File: src/rtl/core/b64enc_pkg.sv
// Shared types, ASCII constants and the sextet-to-character mapping of the base64 encoder.
`default_nettype none

package b64enc_pkg;

   localparam logic [6:0] ASCII_UPPER_A = 7'h41;
   localparam logic [6:0] ASCII_LOWER_A = 7'h61;
   localparam logic [6:0] ASCII_DIGIT_0 = 7'h30;
   localparam logic [6:0] ASCII_PLUS    = 7'h2B;
   localparam logic [6:0] ASCII_SLASH   = 7'h2F;

   // Up to two characters produced by one byte
   typedef struct packed {
      logic [6:0] char0;
      logic       last0;
      logic [6:0] char1;
      logic       last1;
      logic       two;
   } char_pair_type;

   function automatic logic [6:0] sextet_to_ascii(input logic [5:0] sextet);
      logic [6:0] v;
      v = {1'b0, sextet};
      if (sextet < 6'd26) begin
         return ASCII_UPPER_A + v;
      end else if (sextet < 6'd52) begin
         return ASCII_LOWER_A + (v - 7'd26);
      end else if (sextet < 6'd62) begin
         return ASCII_DIGIT_0 + (v - 7'd52);
      end else if (sextet == 6'd62) begin
         return ASCII_PLUS;
      end else begin
         return ASCII_SLASH;
      end
   endfunction

endpackage

`default_nettype wire

File: src/rtl/core/b64enc_req_if.sv
// Byte channel of the base64 encoder: valid/ready with one raw byte and an end-of-message flag.
`default_nettype none

interface b64enc_req_if;
   logic       valid;
   logic       ready;
   logic [7:0] byte_in;
   logic       last_byte;

   modport source (output valid, output byte_in, output last_byte, input ready);
   modport sink   (input valid, input byte_in, input last_byte, output ready);
endinterface

`default_nettype wire

File: src/rtl/core/b64enc_rsp_if.sv
// Character channel of the base64 encoder: valid/ready with one ASCII code and a final flag.
`default_nettype none

interface b64enc_rsp_if;
   logic       valid;
   logic       ready;
   logic [6:0] out_char;
   logic       out_last;

   modport source (output valid, output out_char, output out_last, input ready);
   modport sink   (input valid, input out_char, input out_last, output ready);
endinterface

`default_nettype wire

File: src/rtl/core/b64enc_encode.sv
// Input register, group phase tracking and sextet formation for the base64 encoder.
`default_nettype none

module b64enc_encode (
   input  wire                    clock,
   input  wire                    reset,
   b64enc_req_if.sink             req,
   output logic                   pair_valid,
   input  wire                    pair_ready,
   output b64enc_pkg::char_pair_type pair
);

   typedef enum logic [1:0] {
      PHASE_0 = 2'd0,
      PHASE_1 = 2'd1,
      PHASE_2 = 2'd2
   } phase_type;

   phase_type  phase_ff, phase_in;
   logic [3:0] left_ff, left_in;
   logic       in_valid_ff, in_valid_in;
   logic [7:0] byte_ff;
   logic       last_ff;
   logic       advance;
   logic [5:0] sextet0, sextet1;

   assign advance   = in_valid_ff && pair_ready;
   assign req.ready = !in_valid_ff || pair_ready;
   assign pair_valid = in_valid_ff;

   always_comb begin
      in_valid_in = in_valid_ff;
      if (req.ready) begin
         in_valid_in = req.valid;
      end
   end

   always_comb begin
      sextet0    = byte_ff[7:2];
      sextet1    = {byte_ff[1:0], 4'b0000};
      pair.last0 = 1'b0;
      pair.last1 = last_ff;
      pair.two   = last_ff;
      phase_in   = PHASE_1;
      left_in    = {2'b00, byte_ff[1:0]};
      unique case (phase_ff)
         PHASE_1: begin
            sextet0  = {left_ff[1:0], byte_ff[7:4]};
            sextet1  = {byte_ff[3:0], 2'b00};
            phase_in = PHASE_2;
            left_in  = byte_ff[3:0];
         end
         PHASE_2: begin
            sextet0  = {left_ff, byte_ff[7:6]};
            sextet1  = byte_ff[5:0];
            pair.two = 1'b1;
            phase_in = PHASE_0;
            left_in  = 4'd0;
         end
         default: begin
            // phase 0, and the unused code behaves the same
         end
      endcase
      if (last_ff) begin
         phase_in = PHASE_0;
         left_in  = 4'd0;
      end
      pair.char0 = b64enc_pkg::sextet_to_ascii(sextet0);
      pair.char1 = b64enc_pkg::sextet_to_ascii(sextet1);
   end

   always_ff @(posedge clock) begin
      if (reset) begin
         in_valid_ff <= 1'b0;
         phase_ff    <= PHASE_0;
         left_ff     <= 4'd0;
      end else begin
         in_valid_ff <= in_valid_in;
         if (advance) begin
            phase_ff <= phase_in;
            left_ff  <= left_in;
         end
      end
   end

   always_ff @(posedge clock) begin
      if (req.ready && req.valid) begin
         byte_ff <= req.byte_in;
         last_ff <= req.last_byte;
      end
   end

endmodule

`default_nettype wire

File: src/rtl/core/b64enc_out_buf.sv
// Two-slot result register that serialises a character pair onto the character channel.
`default_nettype none

module b64enc_out_buf (
   input  wire                       clock,
   input  wire                       reset,
   input  wire                       pair_valid,
   output logic                      pair_ready,
   input  b64enc_pkg::char_pair_type pair,
   b64enc_rsp_if.source              rsp
);

   logic       head_valid_ff, head_valid_in;
   logic       tail_valid_ff, tail_valid_in;
   logic [6:0] head_char_ff, tail_char_ff;
   logic       head_last_ff, tail_last_ff;
   logic       load, pop;

   assign pair_ready = !tail_valid_ff && (!head_valid_ff || rsp.ready);
   assign load       = pair_valid && pair_ready;
   assign pop        = head_valid_ff && rsp.ready;

   assign rsp.valid    = head_valid_ff;
   assign rsp.out_char = head_char_ff;
   assign rsp.out_last = head_last_ff;

   always_comb begin
      head_valid_in = head_valid_ff;
      tail_valid_in = tail_valid_ff;
      if (load) begin
         head_valid_in = 1'b1;
         tail_valid_in = pair.two;
      end else if (pop) begin
         head_valid_in = tail_valid_ff;
         tail_valid_in = 1'b0;
      end
   end

   always_ff @(posedge clock) begin
      if (reset) begin
         head_valid_ff <= 1'b0;
         tail_valid_ff <= 1'b0;
      end else begin
         head_valid_ff <= head_valid_in;
         tail_valid_ff <= tail_valid_in;
      end
   end

   always_ff @(posedge clock) begin
      if (load) begin
         head_char_ff <= pair.char0;
         head_last_ff <= pair.last0;
         tail_char_ff <= pair.char1;
         tail_last_ff <= pair.last1;
      end else if (pop) begin
         head_char_ff <= tail_char_ff;
         head_last_ff <= tail_last_ff;
      end
   end

endmodule

`default_nettype wire

File: src/rtl/core/base64_stream_encoder.sv
// Streaming base64 encoder top level: one raw byte per beat in, one ASCII character per beat out.
// Usage:
//  - req carries one data byte per beat; last_byte marks the final byte of a message.
//  - rsp carries one character per beat from the standard alphabet, as 7-bit ASCII;
//    out_last flags the final character of a message. No '=' padding is sent; the
//    tail bits of a short group go out zero-filled in one extra character.
//  - Bytes at the first and second place of a group give one character, the third
//    gives two; a last byte at the first or second place gives two as well.
// Path: a byte is held in the input register, then its first character is loaded into
//    the result register, which drives rsp; a stall on either side can hold it between.
// Throughput: one byte per cycle while each byte yields a single character and rsp is
//    ready; a byte yielding two keeps the next pair out until its first character has
//    left, so the one-character result channel sets the worst case.
// Reset: synchronous, clears the group phase, the leftover bits and all valid flags;
//    the block is ready for a new message as soon as reset is released.
// Stalls: an input register and a two-slot result register part the channels. While
//    rsp is held off, one more byte is still taken into the input register; after
//    that req.ready stays low until characters drain. Nothing is dropped or repeated.
`default_nettype none

module base64_stream_encoder (
   input  wire          clock,
   input  wire          reset,
   b64enc_req_if.sink   req,
   b64enc_rsp_if.source rsp
);

   logic                      pair_valid;
   logic                      pair_ready;
   b64enc_pkg::char_pair_type pair;

   // Byte register, phase/leftover state and character lookup
   b64enc_encode u_encode (
      .clock      (clock),
      .reset      (reset),
      .req        (req),
      .pair_valid (pair_valid),
      .pair_ready (pair_ready),
      .pair       (pair)
   );

   // Result register: takes a pair, hands out one character per beat
   b64enc_out_buf u_out_buf (
      .clock      (clock),
      .reset      (reset),
      .pair_valid (pair_valid),
      .pair_ready (pair_ready),
      .pair       (pair),
      .rsp        (rsp)
   );

endmodule

`default_nettype wire
File: src/flat_wrapper.sv
// flat-port wrapper written by rule: the top's interface ports become plain ports
module base64_stream_encoder_flat 
  (clock, reset, req_valid, req_byte_in, req_last_byte, req_ready, rsp_valid, rsp_out_char, rsp_out_last, rsp_ready);
  b64enc_req_if req_i ();
  b64enc_rsp_if rsp_i ();
  input  wire clock;
  input  wire reset;
  input wire logic [$bits(req_i.valid)-1:0] req_valid;
  input wire logic [$bits(req_i.byte_in)-1:0] req_byte_in;
  input wire logic [$bits(req_i.last_byte)-1:0] req_last_byte;
  output wire logic [$bits(req_i.ready)-1:0] req_ready;
  output wire logic [$bits(rsp_i.valid)-1:0] rsp_valid;
  output wire logic [$bits(rsp_i.out_char)-1:0] rsp_out_char;
  output wire logic [$bits(rsp_i.out_last)-1:0] rsp_out_last;
  input wire logic [$bits(rsp_i.ready)-1:0] rsp_ready;
  assign req_i.valid = req_valid;
  assign req_i.byte_in = req_byte_in;
  assign req_i.last_byte = req_last_byte;
  assign req_ready = req_i.ready;
  assign rsp_valid = rsp_i.valid;
  assign rsp_out_char = rsp_i.out_char;
  assign rsp_out_last = rsp_i.out_last;
  assign rsp_i.ready = rsp_ready;
  base64_stream_encoder u_core (.clock(clock), .reset(reset), .req(req_i), .rsp(rsp_i));
endmodule
File: config.mk
export PLATFORM = sky130hd
export DESIGN_NAME = base64_stream_encoder_flat
export DESIGN_NICKNAME = d
export VERILOG_FILES = /design/src/rtl/core/b64enc_pkg.sv /design/src/rtl/core/b64enc_req_if.sv /design/src/rtl/core/b64enc_rsp_if.sv /design/src/rtl/core/b64enc_encode.sv /design/src/rtl/core/b64enc_out_buf.sv /design/src/rtl/core/base64_stream_encoder.sv /design/src/flat_wrapper.sv
export SDC_FILE = /design/constraint.sdc
export NUM_CORES = 1
export LEC_CHECK = 0
export ABC_CLOCK_PERIOD_IN_PS = 8150
export BUFFER_PORTS_ARGS = -buffer_cell sky130_fd_sc_hd__buf_2
export CAP_MARGIN = 20
export CORE_UTILIZATION = 46
export DETAILED_ROUTE_END_ITERATION = 12
export GPL_TIMING_DRIVEN = 1
export PLACE_DENSITY = 0.67
export SLEW_MARGIN = 20
export SYNTH_ARGS = -nofsm -noshare
export SYNTH_HDL_FRONTEND = slang
export SYNTH_SLANG_ARGS = --single-unit
File: constraint.sdc
create_clock -name clock -period 8.15 [get_ports clock]
set_input_delay 1.2225 -clock clock [delete_from_list [all_inputs] [get_ports clock]]
set_output_delay 1.2225 -clock clock [all_outputs]
set_load 0.05 [all_outputs]
==> results_dict.tcl, run 1 <==
set metrics [dict create \
    number_of_failing_setup_endpoints_in_the_final_timing_report 0 \
    synth_common_cells "nand2_1, edfxtp_1, a21oi_1" \
    ratio_of_total_power_to_cell_area_mw_per_mm2 195.9 \
    drc 0 \
    placeableCoreArea_mm2 0.004848 \
    worst_r2r_startpoint "u_core.u_encode.phase_ff[0]$_SDFFE_PP0P_" \
    max-slew-margin-rel_pct 43.53 \
    insertion_delay_ps 290 \
    detail_route.wirelength_um 5173 \
    synthDominantCellAreaShare_pct 30.46 \
    mappedNetlistArea_mm2 0.002366 \
    cts_resized 0 \
    synth_cells 250 \
    power.clock.fraction_pct 37.3 \
    fraction_of_synthesis_flops_using_an_asynchronous_set_or_reset_pin_pct 0 \
    dp_area_mm2 0.002440 \
    clk_path_buf_depth 2 \
    cts_num_sinks 34 \
    hold_path_end "u_core.u_encode.left_ff[2]$_SDFFE_PP0P_" \
    tns_ps 0 \
    worst_hold_startpoint "u_core.u_encode.left_ff[2]$_SDFFE_PP0P_" \
    timing.final.max_slew_violations 0 \
    timing.fmax_mhz 294.9 \
    timing.reg2reg.worst_path_depth 10 \
    share_comb_of_total_power_pct 22.1 \
    seqPwrFrac_pct 40.6 \
    grt_resource_usage_total_pct 20.27 \
    ys_top_cells_by_area "edfxtp_1, dfxtp_1, ha_1" \
    synthFlopType "edfxtp_1" \
    die_height_um 73.72 \
    ys_warns 0 \
    yosysSeqAreaShare_pct 38.92 \
    die_w_um 73.72 \
    max_slew.worst_pin.slew_ps 847.1 \
    regToRegSetupSlack_ps 4760 \
    first_pass_grt_wire_length_um 8245 \
    placement_rows 25 \
    io_pins 23 \
    number_of_global_route_vias_before_repair 1778 \
    via_per_inst 5.925 \
    syn_nets 273 \
    result_of_the_run "complete, no violations" \
    finalClockSkew_ps 6.767 \
    cts_post_setup_buffers_inserted 0 \
    worstHoldPathCells 2 \
    path_type_of_the_worst_setup_path "reg -> reg" \
    p_leak_nw 1.015 \
    wl_per_cell_um 15.53 \
    fraction_of_final_layout_cells_with_drive_strength_greater_than_1_pct 16.17 \
    detail_route.iter0.violations 132 \
    cts_inserted_buffers 5 \
    number_of_antenna_violations_at_the_first_check_in_global_routing 0 \
    netlist-cell-type-count 64 \
    finalCriticalPeriod_ps 3390 \
    post-route-period-util_pct 41.60 \
    synth_area_leader_cell "edfxtp_1" \
    r2r-end "u_core.u_out_buf.rsp.out_char[3]$_DFFE_PP_" \
    syn-mean-instance-area_um2 9.464 \
    cts_htree_levels 2 \
    p_total_mw 0.5050 \
    finish.net_count 288 \
    grt_max_degree 32 \
    p_sw_share_pct 29.25 \
    cts_root_buf "clkbuf_8" \
    fillers 453 \
    synth_edf_count 24 \
    tritoncts "done" \
    psw_mw 0.1477 \
    data_arrival_time_of_the_critical_path_ps 3410 \
    start_kind "flip-flop" \
    critPathLaunch "u_core.u_encode.phase_ff[0]$_SDFFE_PP0P_" \
    cts.clk_slew.worst_paths_ps 80 \
    crit_path_max_fanout 31 \
    p_int_mw 0.3573 \
    gp_congestion 0.9224 \
    routed-via-count 1973 \
    cts_hold_repair.buffers 0 \
    number_of_antenna_violating_nets_in_the_routed_design 0 \
    portBuffers 22 \
    vdd_drop_max_mv 0.1575 \
    worstHoldPathType "reg -> reg" \
    setup.worst_path.end_class "flip-flop" \
    postLayoutCellArea_mm2 0.002577 \
    design.die.area_mm2 0.005435 \
    drt-pass1-iter-count 4 \
    grt_setup_unrepaired "no" \
    detailedPlacementHpwl_um 3788 \
    layout-area-overhead-vs-synth_pct 8.937 \
    diodes 0 \
    synth.most_common_cell "nand2_1" \
    timing_hold_violations_final 0 \
    grt.overflow.total 0 \
    synth.ff_latch_count 34 \
    worstPathRequired_ps 8170 \
    drv_cap 0 \
    initial_utilization_pct 48.80 \
]
[state kept, by name, summed over array words and instances (netlist names)]
| signal | count |
|---|---|
| u_core.u_encode.pair_valid | 1 |
| u_core.u_out_buf.rsp.out_char | 7 |
| u_core.u_out_buf.tail_char_ff | 7 |
| u_core.u_encode.phase_ff | 2 |
| u_core.u_encode.left_ff | 4 |
| u_core.u_out_buf.rsp.valid | 1 |
| u_core.u_out_buf.rsp.out_last | 1 |
| u_core.u_out_buf.tail_last_ff | 1 |
| u_core.u_out_buf.tail_valid_ff | 1 |
| u_core.u_encode.last_ff | 1 |
| u_core.u_encode.byte_ff | 8 |
[cells by family after synthesis]
logic type | after synthesis | synth area share, %
adders and majority gates | 10 | 5.288
and+or+nand+nor | 90 | 20.15
buffers and inverters | 31 | 7.773
xor gates and xnor gates | 2 | 0.7405
AOI/OAI and AO/OA | 83 | 27.13
DFF | 34 | 38.92
[per-layer routing]
metal	vias up	share of wire (%)	track usage, %	wire length [µm]
met5	-	0	0	0
met4	0	1.6	8.120	82
met3	9	4.1	3.567	210
met2	61	48	34.86	2464
li1	991	-	-	-
met1	912	47	25.02	2416
[power groups by stage]
stage,logic [mW],clock network [mW],registers (mW)
CTS,0.111,0.191,0.205
global placement,0.111,0,0.209
finish,0.112,0.188,0.205
global route,0.122,0.197,0.206
floorplan,0.0802,0,0.221
detailed placement,0.110,0,0.209
[through the flow]
| stage | util, % | hold WS (ps) | cells | setup slack, ps |
|---|---|---|---|---|
| after floorplan | - | 431.8 | 250 | 4490 |
| after global placement | 50.32 | 451.1 | 325 | 4892 |
| after detailed placement | 50.32 | 454.3 | 325 | 4789 |
| after CTS | 53.16 | 463.4 | 333 | 4775 |
| after global routing | 53.16 | 490.6 | 333 | 4503 |
| final | 53.16 | 461.2 | 333 | 4760 |
[critical path, cell delays in order (launching register included)]
cell and delay, ps:
dfxtp_1 360, inv_1 60, ha_1 840, nor2b_1 360, or2_1 360, inv_2 100, ha_1 330, nand3_1 180
o41ai_4 120, nor4_1 300, o31ai_1 100
[area by class of cell]
type	instances	area (µm²)	share of cell area, %
multi-input combinational	185	1261	48.93
sequential	34	920.9	35.73
timing repair buffer	22	110.1	4.272
tap	67	83.83	3.252
clock buffer	5	68.82	2.670
clock inverter	3	68.82	2.670
inverter	17	63.81	2.476
[worst max path at each step]
| stage | to | depth (start not counted) |
|---|---|---|
| floorplan | req_ready | 2 |
| global placement | u_core.u_out_buf.rsp.out_char[3]$_DFFE_PP_ | 10 |
| detailed placement | u_core.u_out_buf.rsp.out_char[3]$_DFFE_PP_ | 10 |
| CTS | u_core.u_out_buf.rsp.out_char[3]$_DFFE_PP_ | 10 |
| global route | u_core.u_out_buf.rsp.out_char[3]$_DFFE_PP_ | 10 |
| finish | u_core.u_out_buf.rsp.out_char[3]$_DFFE_PP_ | 10 |
[cell usage in the layout, fill, tap and decap left out, types with 3 or more instances in the layout]
master / synthesis / routed
a21o_1: 3 / 3
a21oi_1: 19 / 19
a221oi_1: 5 / 5
a22oi_1: 5 / 5
a31oi_1: 3 / 3
and2_1: 3 / 3
buf_2: 3 / 22
clkbuf_8: 0 / 5
dfxtp_1: 10 / 10
edfxtp_1: 24 / 24
ha_1: 10 / 10
inv_1: 15 / 15
nand2_1: 27 / 27
nand2b_1: 4 / 4
nand3_1: 8 / 8
nand3b_1: 3 / 3
nand4_1: 3 / 3
nor2_1: 13 / 13
nor2b_1: 7 / 7
nor4_1: 4 / 4
o211ai_1: 6 / 6
o21ai_0: 6 / 6
o22ai_1: 4 / 4
or3_1: 3 / 3
Power figures use the tool's default switching activity.
==> run 2: changes to the inputs <==
--- a/config.mk
+++ b/config.mk
@@ -5,7 +5,7 @@
 export SDC_FILE = /design/constraint.sdc
 export NUM_CORES = 1
 export LEC_CHECK = 0
-export ABC_CLOCK_PERIOD_IN_PS = 8150
+export ABC_CLOCK_PERIOD_IN_PS = 3230
 export BUFFER_PORTS_ARGS = -buffer_cell sky130_fd_sc_hd__buf_2
 export CAP_MARGIN = 20
 export CORE_UTILIZATION = 46
==> constraint.sdc (replaced) <==
create_clock -name clock -period 3.23 [get_ports clock]
set_input_delay 0.4845 -clock clock [delete_from_list [all_inputs] [get_ports clock]]
set_output_delay 0.4845 -clock clock [all_outputs]
set_load 0.05 [all_outputs]
==> run 2 against run 1 <==
Fmax rose by 15%. First-iteration DRC count fell by 37%. Final cell count rose by 1.8%. Combinational power rose to 2.6 times the previous value. Worst setup slack got worse by 4500 ps. Register-to-register slack got worse by 4500 ps. Non-clock buffer count rose by 6. Utilization rose by 0.93 points. Via count rose by 2.2%. Sequential share of layout area fell by 0.61 points. Critical path depth did not move. Flip-flop and latch count did not move. Highest routed layer unchanged.
==> results_dict.tcl, run 2 (synthesized netlist as in run 1, its figures left out) <==
set metrics [dict create \
    largest_register_ffs 8 \
    vdd_drop_max_mv 0.3720 \
    diodes 0 \
    crit_path_max_incr_delay_ps 510 \
    final-seq-area_um2 920.9 \
    number_of_failing_setup_endpoints_in_the_final_timing_report 0 \
    timing.final.max_slew_violations 0 \
    start_kind "flip-flop" \
    largest-register "u_core.u_encode.byte_ff" \
    routed-via-count 2016 \
    worst_r2r_startpoint "u_core.u_encode.phase_ff[0]$_SDFFE_PP0P_" \
    cts_resized 0 \
    io_pins 23 \
    p_leak_nw 1.043 \
    cts_inserted_buffers 5 \
    cts.clk_slew.worst_paths_ps 70 \
    cts_root_buf "clkbuf_8" \
    dp_area_mm2 0.002485 \
    number_of_global_route_vias_before_repair 1883 \
    drv_cap 0 \
    path_type_of_the_worst_setup_path "reg -> reg" \
    max_slew.worst_pin.slew_ps 622.4 \
    dp_cells 331 \
    result_of_the_run "complete, no violations" \
    worstHoldPathType "in -> reg" \
    cts_post_setup_buffers_inserted 0 \
    placement_rows 25 \
    detail_route.wirelength_um 5397 \
    worst_hold_startpoint "req_byte_in[3]" \
    finalClockSkew_ps 6.405 \
    ratio_of_total_power_to_cell_area_mw_per_mm2 487.0 \
    die_height_um 73.72 \
    max-slew-margin-rel_pct 58.50 \
    regToRegSetupSlack_ps 290 \
    gp_congestion 1.003 \
    detailedPlacementHpwl_um 4042 \
    portBuffers 22 \
    die_w_um 73.72 \
    worst_hold_slack_ps 368.1 \
    worstPathCellList "inv_1, ha_1, buf_4, or2_2, ha_1, and4b_1, o211ai_1, a221oi_1, o21ai_0, o211ai_1" \
    tns_ps 0 \
    layout_commonest_cell "nand2_1" \
    number_of_antenna_violations_at_the_first_check_in_global_routing 0 \
    clk_path_buf_depth 2 \
    grt_resource_usage_total_pct 21.80 \
    setup.worst_path.end_class "flip-flop" \
    number_of_antenna_violating_nets_in_the_routed_design 0 \
    layout.cells.non_filler 339 \
    first_pass_grt_wire_length_um 8776 \
    drc 0 \
    initial_utilization_pct 48.80 \
    wl_per_cell_um 15.92 \
    drt-pass1-iter-count 4 \
    postLayoutCellArea_mm2 0.002623 \
    layout_common_cells "nand2_1, edfxtp_1, buf_2" \
    multi_input_comb_area_mm2 0.001261 \
    crit_path_max_fanout 18 \
    post-route-period-util_pct 90.91 \
    tritoncts "done" \
    detail_route.iter0.violations 83 \
    grt_max_degree 21 \
    finish.net_count 294 \
    cts_htree_levels 2 \
    timing.fmax_mhz 340.6 \
    finalCriticalPeriod_ps 2936 \
    fillers 436 \
    cts_num_sinks 34 \
    cpMaxStageDelayCell "ha_1" \
    grt.overflow.total 0 \
    insertion_delay_ps 290 \
    cts_hold_repair.buffers 0 \
    design.die.area_mm2 0.005435 \
    via_per_inst 5.947 \
    grt_setup_unrepaired "no" \
    placeableCoreArea_mm2 0.004848 \
    fraction_of_final_layout_cells_with_drive_strength_greater_than_1_pct 18.01 \
    critPathLaunch "u_core.u_encode.phase_ff[0]$_SDFFE_PP0P_" \
    worstPathRequired_ps 3250 \
    data_arrival_time_of_the_critical_path_ps 2950 \
    layout-area-overhead-vs-synth_pct 10.84 \
    timing_hold_violations_final 0 \
]
-- run 2: cell types whose count changed in the layout (fill, tap and decap cells not counted), sizes merged --
cell  delta
buf      +6
-- run 2: stage by stage --
step	setup slack, ps	total power, mW	util [%]
2_1_floorplan	519.4	0.7590	-
3_3_place_gp	298.6	0.8140	51.25
3_5_place_dp	330.7	0.8163	51.25
4_1_cts	330.4	1.287	54.09
5_1_grt	84.44	1.335	54.09
6_report	293.8	1.277	54.09
-- run 2: worst paths after layout --
check / to / depth (start not counted)
hold reg to reg: u_core.u_out_buf.rsp.out_last$_SDFFE_PP0P_ / 2
setup / recovery: u_core.u_out_buf.tail_char_ff[3]$_DFFE_PP_ / 10
setup reg to reg: u_core.u_out_buf.tail_char_ff[3]$_DFFE_PP_ / 10
hold / removal: u_core.u_encode.byte_ff[3]$_DFFE_PP_ / 1
-- run 2: layout make-up --
cell class,instances,share of cell area [%]
multi-input combinational,185,48.09
sequential,34,35.11
timing repair buffer,28,5.916
tap,67,3.197
clock buffer,5,2.624
clock inverter,3,2.624
inverter,17,2.433
-- run 2: critical path: cells and delay by family, from the launching register on --
family                     cells  cell delay (ps)
buffers and inverters          2              340
and+or+nand+nor                2              560
DFF                            1              350
adders and majority gates      2              720
AOI/OAI and AO/OA              4              710
-- run 2: routing by layer --
metal / part of all wire (%) / vias to the layer above / wire [µm] / track usage (%)
met5: 0 / - / 0 / 0
met4: 2.3 / 0 / 125 / 11.11
met3: 4.0 / 11 / 215 / 4.252
met2: 50 / 60 / 2680 / 36.70
met1: 44 / 949 / 2375 / 26.37
li1: - / 996 / - / -
-- run 2: power by group --
group | total [mW] | switching [mW] | leakage [nW] | internal [mW]
combinational | 0.291 | 0.190 | 0.670 | 0.101
sequential | 0.518 | 0.0178 | 0.305 | 0.500
clock | 0.468 | 0.159 | 0.0683 | 0.309
total | 1.28 | 0.367 | 1.04 | 0.910
==> run 3: changes to the inputs <==
--- a/config.mk
+++ b/config.mk
@@ -5,7 +5,7 @@
 export SDC_FILE = /design/constraint.sdc
 export NUM_CORES = 1
 export LEC_CHECK = 0
-export ABC_CLOCK_PERIOD_IN_PS = 3230
+export ABC_CLOCK_PERIOD_IN_PS = 3800
 export BUFFER_PORTS_ARGS = -buffer_cell sky130_fd_sc_hd__buf_2
 export CAP_MARGIN = 20
 export CORE_UTILIZATION = 46
==> constraint.sdc (replaced) <==
create_clock -name clock -period 3.8 [get_ports clock]
set_input_delay 0.57 -clock clock [delete_from_list [all_inputs] [get_ports clock]]
set_output_delay 0.57 -clock clock [all_outputs]
set_load 0.05 [all_outputs]
==> run 3 against run 2 <==
Flip-flop and latch count stayed put. Non-clock buffer count down 4. Cell area is 3.1% lower. Worst setup slack improved by 400 ps. Clock power is 46% lower. Critical path depth did not move. Routed wire length down 4.2%. Hold slack gained 87 ps. Utilization down 1.7 points. Highest routed layer unchanged.
==> results_dict.tcl, run 3 (synthesized netlist as in run 1, its figures left out) <==
set metrics [dict create \
    layout_commonest_cell "nand2_1" \
    largest-register "u_core.u_encode.byte_ff" \
    cpMaxStageDelayCell "a221oi_2" \
    die_height_um 73.72 \
    critical-path-top-delay-family "compound AO/OA/AOI/OAI gates" \
    layout.cells.non_filler 335 \
    cts_num_sinks 34 \
    placement_rows 25 \
    path_type_of_the_worst_setup_path "reg -> reg" \
    clk_path_buf_depth 2 \
    fraction_of_final_layout_cells_with_drive_strength_greater_than_1_pct 16.42 \
    result_of_the_run "complete, no violations" \
    seqPwrFrac_pct 47.1 \
    cts_hold_repair.buffers 0 \
    largest_register_ffs 8 \
    worstPathRequired_ps 3850 \
    initial_utilization_pct 48.80 \
    p_int_mw 0.6306 \
    worstHoldPathCells 2 \
    share_comb_of_total_power_pct 25.8 \
    worstPathCellList "inv_1, ha_1, a221oi_2, or2_1, inv_2, ha_1, nand3_1, o41a_1, a21oi_1, a31o_1" \
    psw_mw 0.3033 \
    wl_per_cell_um 15.44 \
    finish.net_count 290 \
    diodes 0 \
    first_pass_grt_wire_length_um 8397 \
    cts_root_buf "clkbuf_8" \
    number_of_antenna_violating_nets_in_the_routed_design 0 \
    tns_ps 0 \
    cts_htree_levels 2 \
    drt-pass1-iter-count 5 \
    grt.overflow.total 0 \
    detail_route.iter0.violations 107 \
    layout-area-overhead-vs-synth_pct 7.351 \
    worstHoldPathType "reg -> reg" \
    tritoncts "done" \
    io_pins 23 \
    finalClockSkew_ps 10.21 \
    layout.core_utilization_pct 52.39 \
    die_w_um 73.72 \
    max-slew-margin-rel_pct 56.37 \
    number_of_global_route_vias_before_repair 1743 \
    design.die.area_mm2 0.005435 \
    crit_path_max_incr_delay_ps 490 \
    critPathMostFrequentCell "ha_1" \
    dp_cells 327 \
    crit_path_max_fanout 17 \
    timing.reg2reg.worst_path_depth 10 \
    setup.worst_path.end_class "flip-flop" \
    portBuffers 22 \
    p_sw_share_pct 32.48 \
    post-route-period-util_pct 81.78 \
    finalCriticalPeriod_ps 3108 \
    cts_resized 0 \
    grt_resource_usage_total_pct 20.72 \
    number_of_antenna_violations_at_the_first_check_in_global_routing 0 \
    layout_common_cells "nand2_1, edfxtp_1, buf_2" \
    routed-via-count 2010 \
    via_per_inst 6.000 \
    cts.clk_slew.worst_paths_ps 70 \
    start_kind "flip-flop" \
    drc 0 \
    drv_cap 0 \
    cp_num_buf_inv 2 \
    grt_setup_unrepaired "no" \
    insertion_delay_ps 280 \
    placeableCoreArea_mm2 0.004848 \
    timing.final.max_slew_violations 0 \
    grt_max_degree 21 \
    timing_hold_violations_final 0 \
    number_of_failing_setup_endpoints_in_the_final_timing_report 0 \
    ratio_of_total_power_to_cell_area_mw_per_mm2 367.7 \
    detail_route.wirelength_um 5171 \
    cts_inserted_buffers 5 \
    vdd_drop_max_mv 0.2651 \
    power.clock.fraction_pct 27.1 \
    data_arrival_time_of_the_critical_path_ps 3150 \
    timing.fmax_mhz 321.8 \
    worstSetupPathDepth 10 \
    detailedPlacementHpwl_um 3891 \
    gp_congestion 0.9414 \
    p_leak_nw 0.9966 \
    fillers 451 \
    cts_post_setup_buffers_inserted 0 \
    max_slew.worst_pin.slew_ps 653.7 \
]
-- run 3: final timing paths --
kind	startpoint	to	slack, ps
max reg2reg	u_core.u_encode.phase_ff[0]$_SDFFE_PP0P_	u_core.u_out_buf.rsp.out_char[2]$_DFFE_PP_	690
min	u_core.u_out_buf.rsp.out_last$_SDFFE_PP0P_	u_core.u_out_buf.rsp.out_last$_SDFFE_PP0P_	450
min reg2reg	u_core.u_out_buf.rsp.out_last$_SDFFE_PP0P_	u_core.u_out_buf.rsp.out_last$_SDFFE_PP0P_	450
max	u_core.u_encode.phase_ff[0]$_SDFFE_PP0P_	u_core.u_out_buf.rsp.out_char[2]$_DFFE_PP_	690
-- run 3: power groups by stage --
stage	Clock, mW	Sequential (mW)	Combinational, mW
2_1_floorplan	0	0.473	0.172
3_3_place_gp	0	0.447	0.240
3_5_place_dp	0	0.448	0.238
4_1_cts	0.262	0.440	0.239
5_1_grt	0.274	0.443	0.263
6_report	0.253	0.440	0.241
-- run 3: cell type report --
type | count | area, µm² | area share (%)
well taps | 67 | 83.83 | 3.300
repair buffers | 24 | 125.1 | 4.926
multi-input cells | 185 | 1261 | 49.66
flip-flops and latches | 34 | 920.9 | 36.26
clock inverters | 3 | 16.27 | 0.6404
clock buffers | 5 | 68.82 | 2.709
inverters | 17 | 63.81 | 2.512
-- run 3: metrics by stage --
| stage | total power [mW] | hold WS, ps | setup WS [ps] | instance area (µm²) |
|---|---|---|---|---|
| final | 0.9340 | 454.7 | 692.2 | 2540 |
| after global routing | 0.9796 | 448.6 | 541.0 | 2540 |
| after CTS | 0.9402 | 448.5 | 775.5 | 2540 |
| after detailed placement | 0.6857 | 449.3 | 780.1 | 2455 |
| after global placement | 0.6870 | 443.3 | 879.9 | 2455 |
| after floorplan | 0.6452 | 431.8 | 1089 | 2366 |
-- run 3: metal layers --
layer	wire length (µm)	share of wire (%)	global-route usage [%]
met5	0	0	0
met4	142	2.7	8.761
met3	293	5.7	3.978
met2	2374	46	33.03
met1	2360	46	27.37
-- run 3: worst min-delay path, cell delays in order (launching register included) --
cell	delay, ps
dfxtp_1	310
nand2_1	50
a21oi_1	50
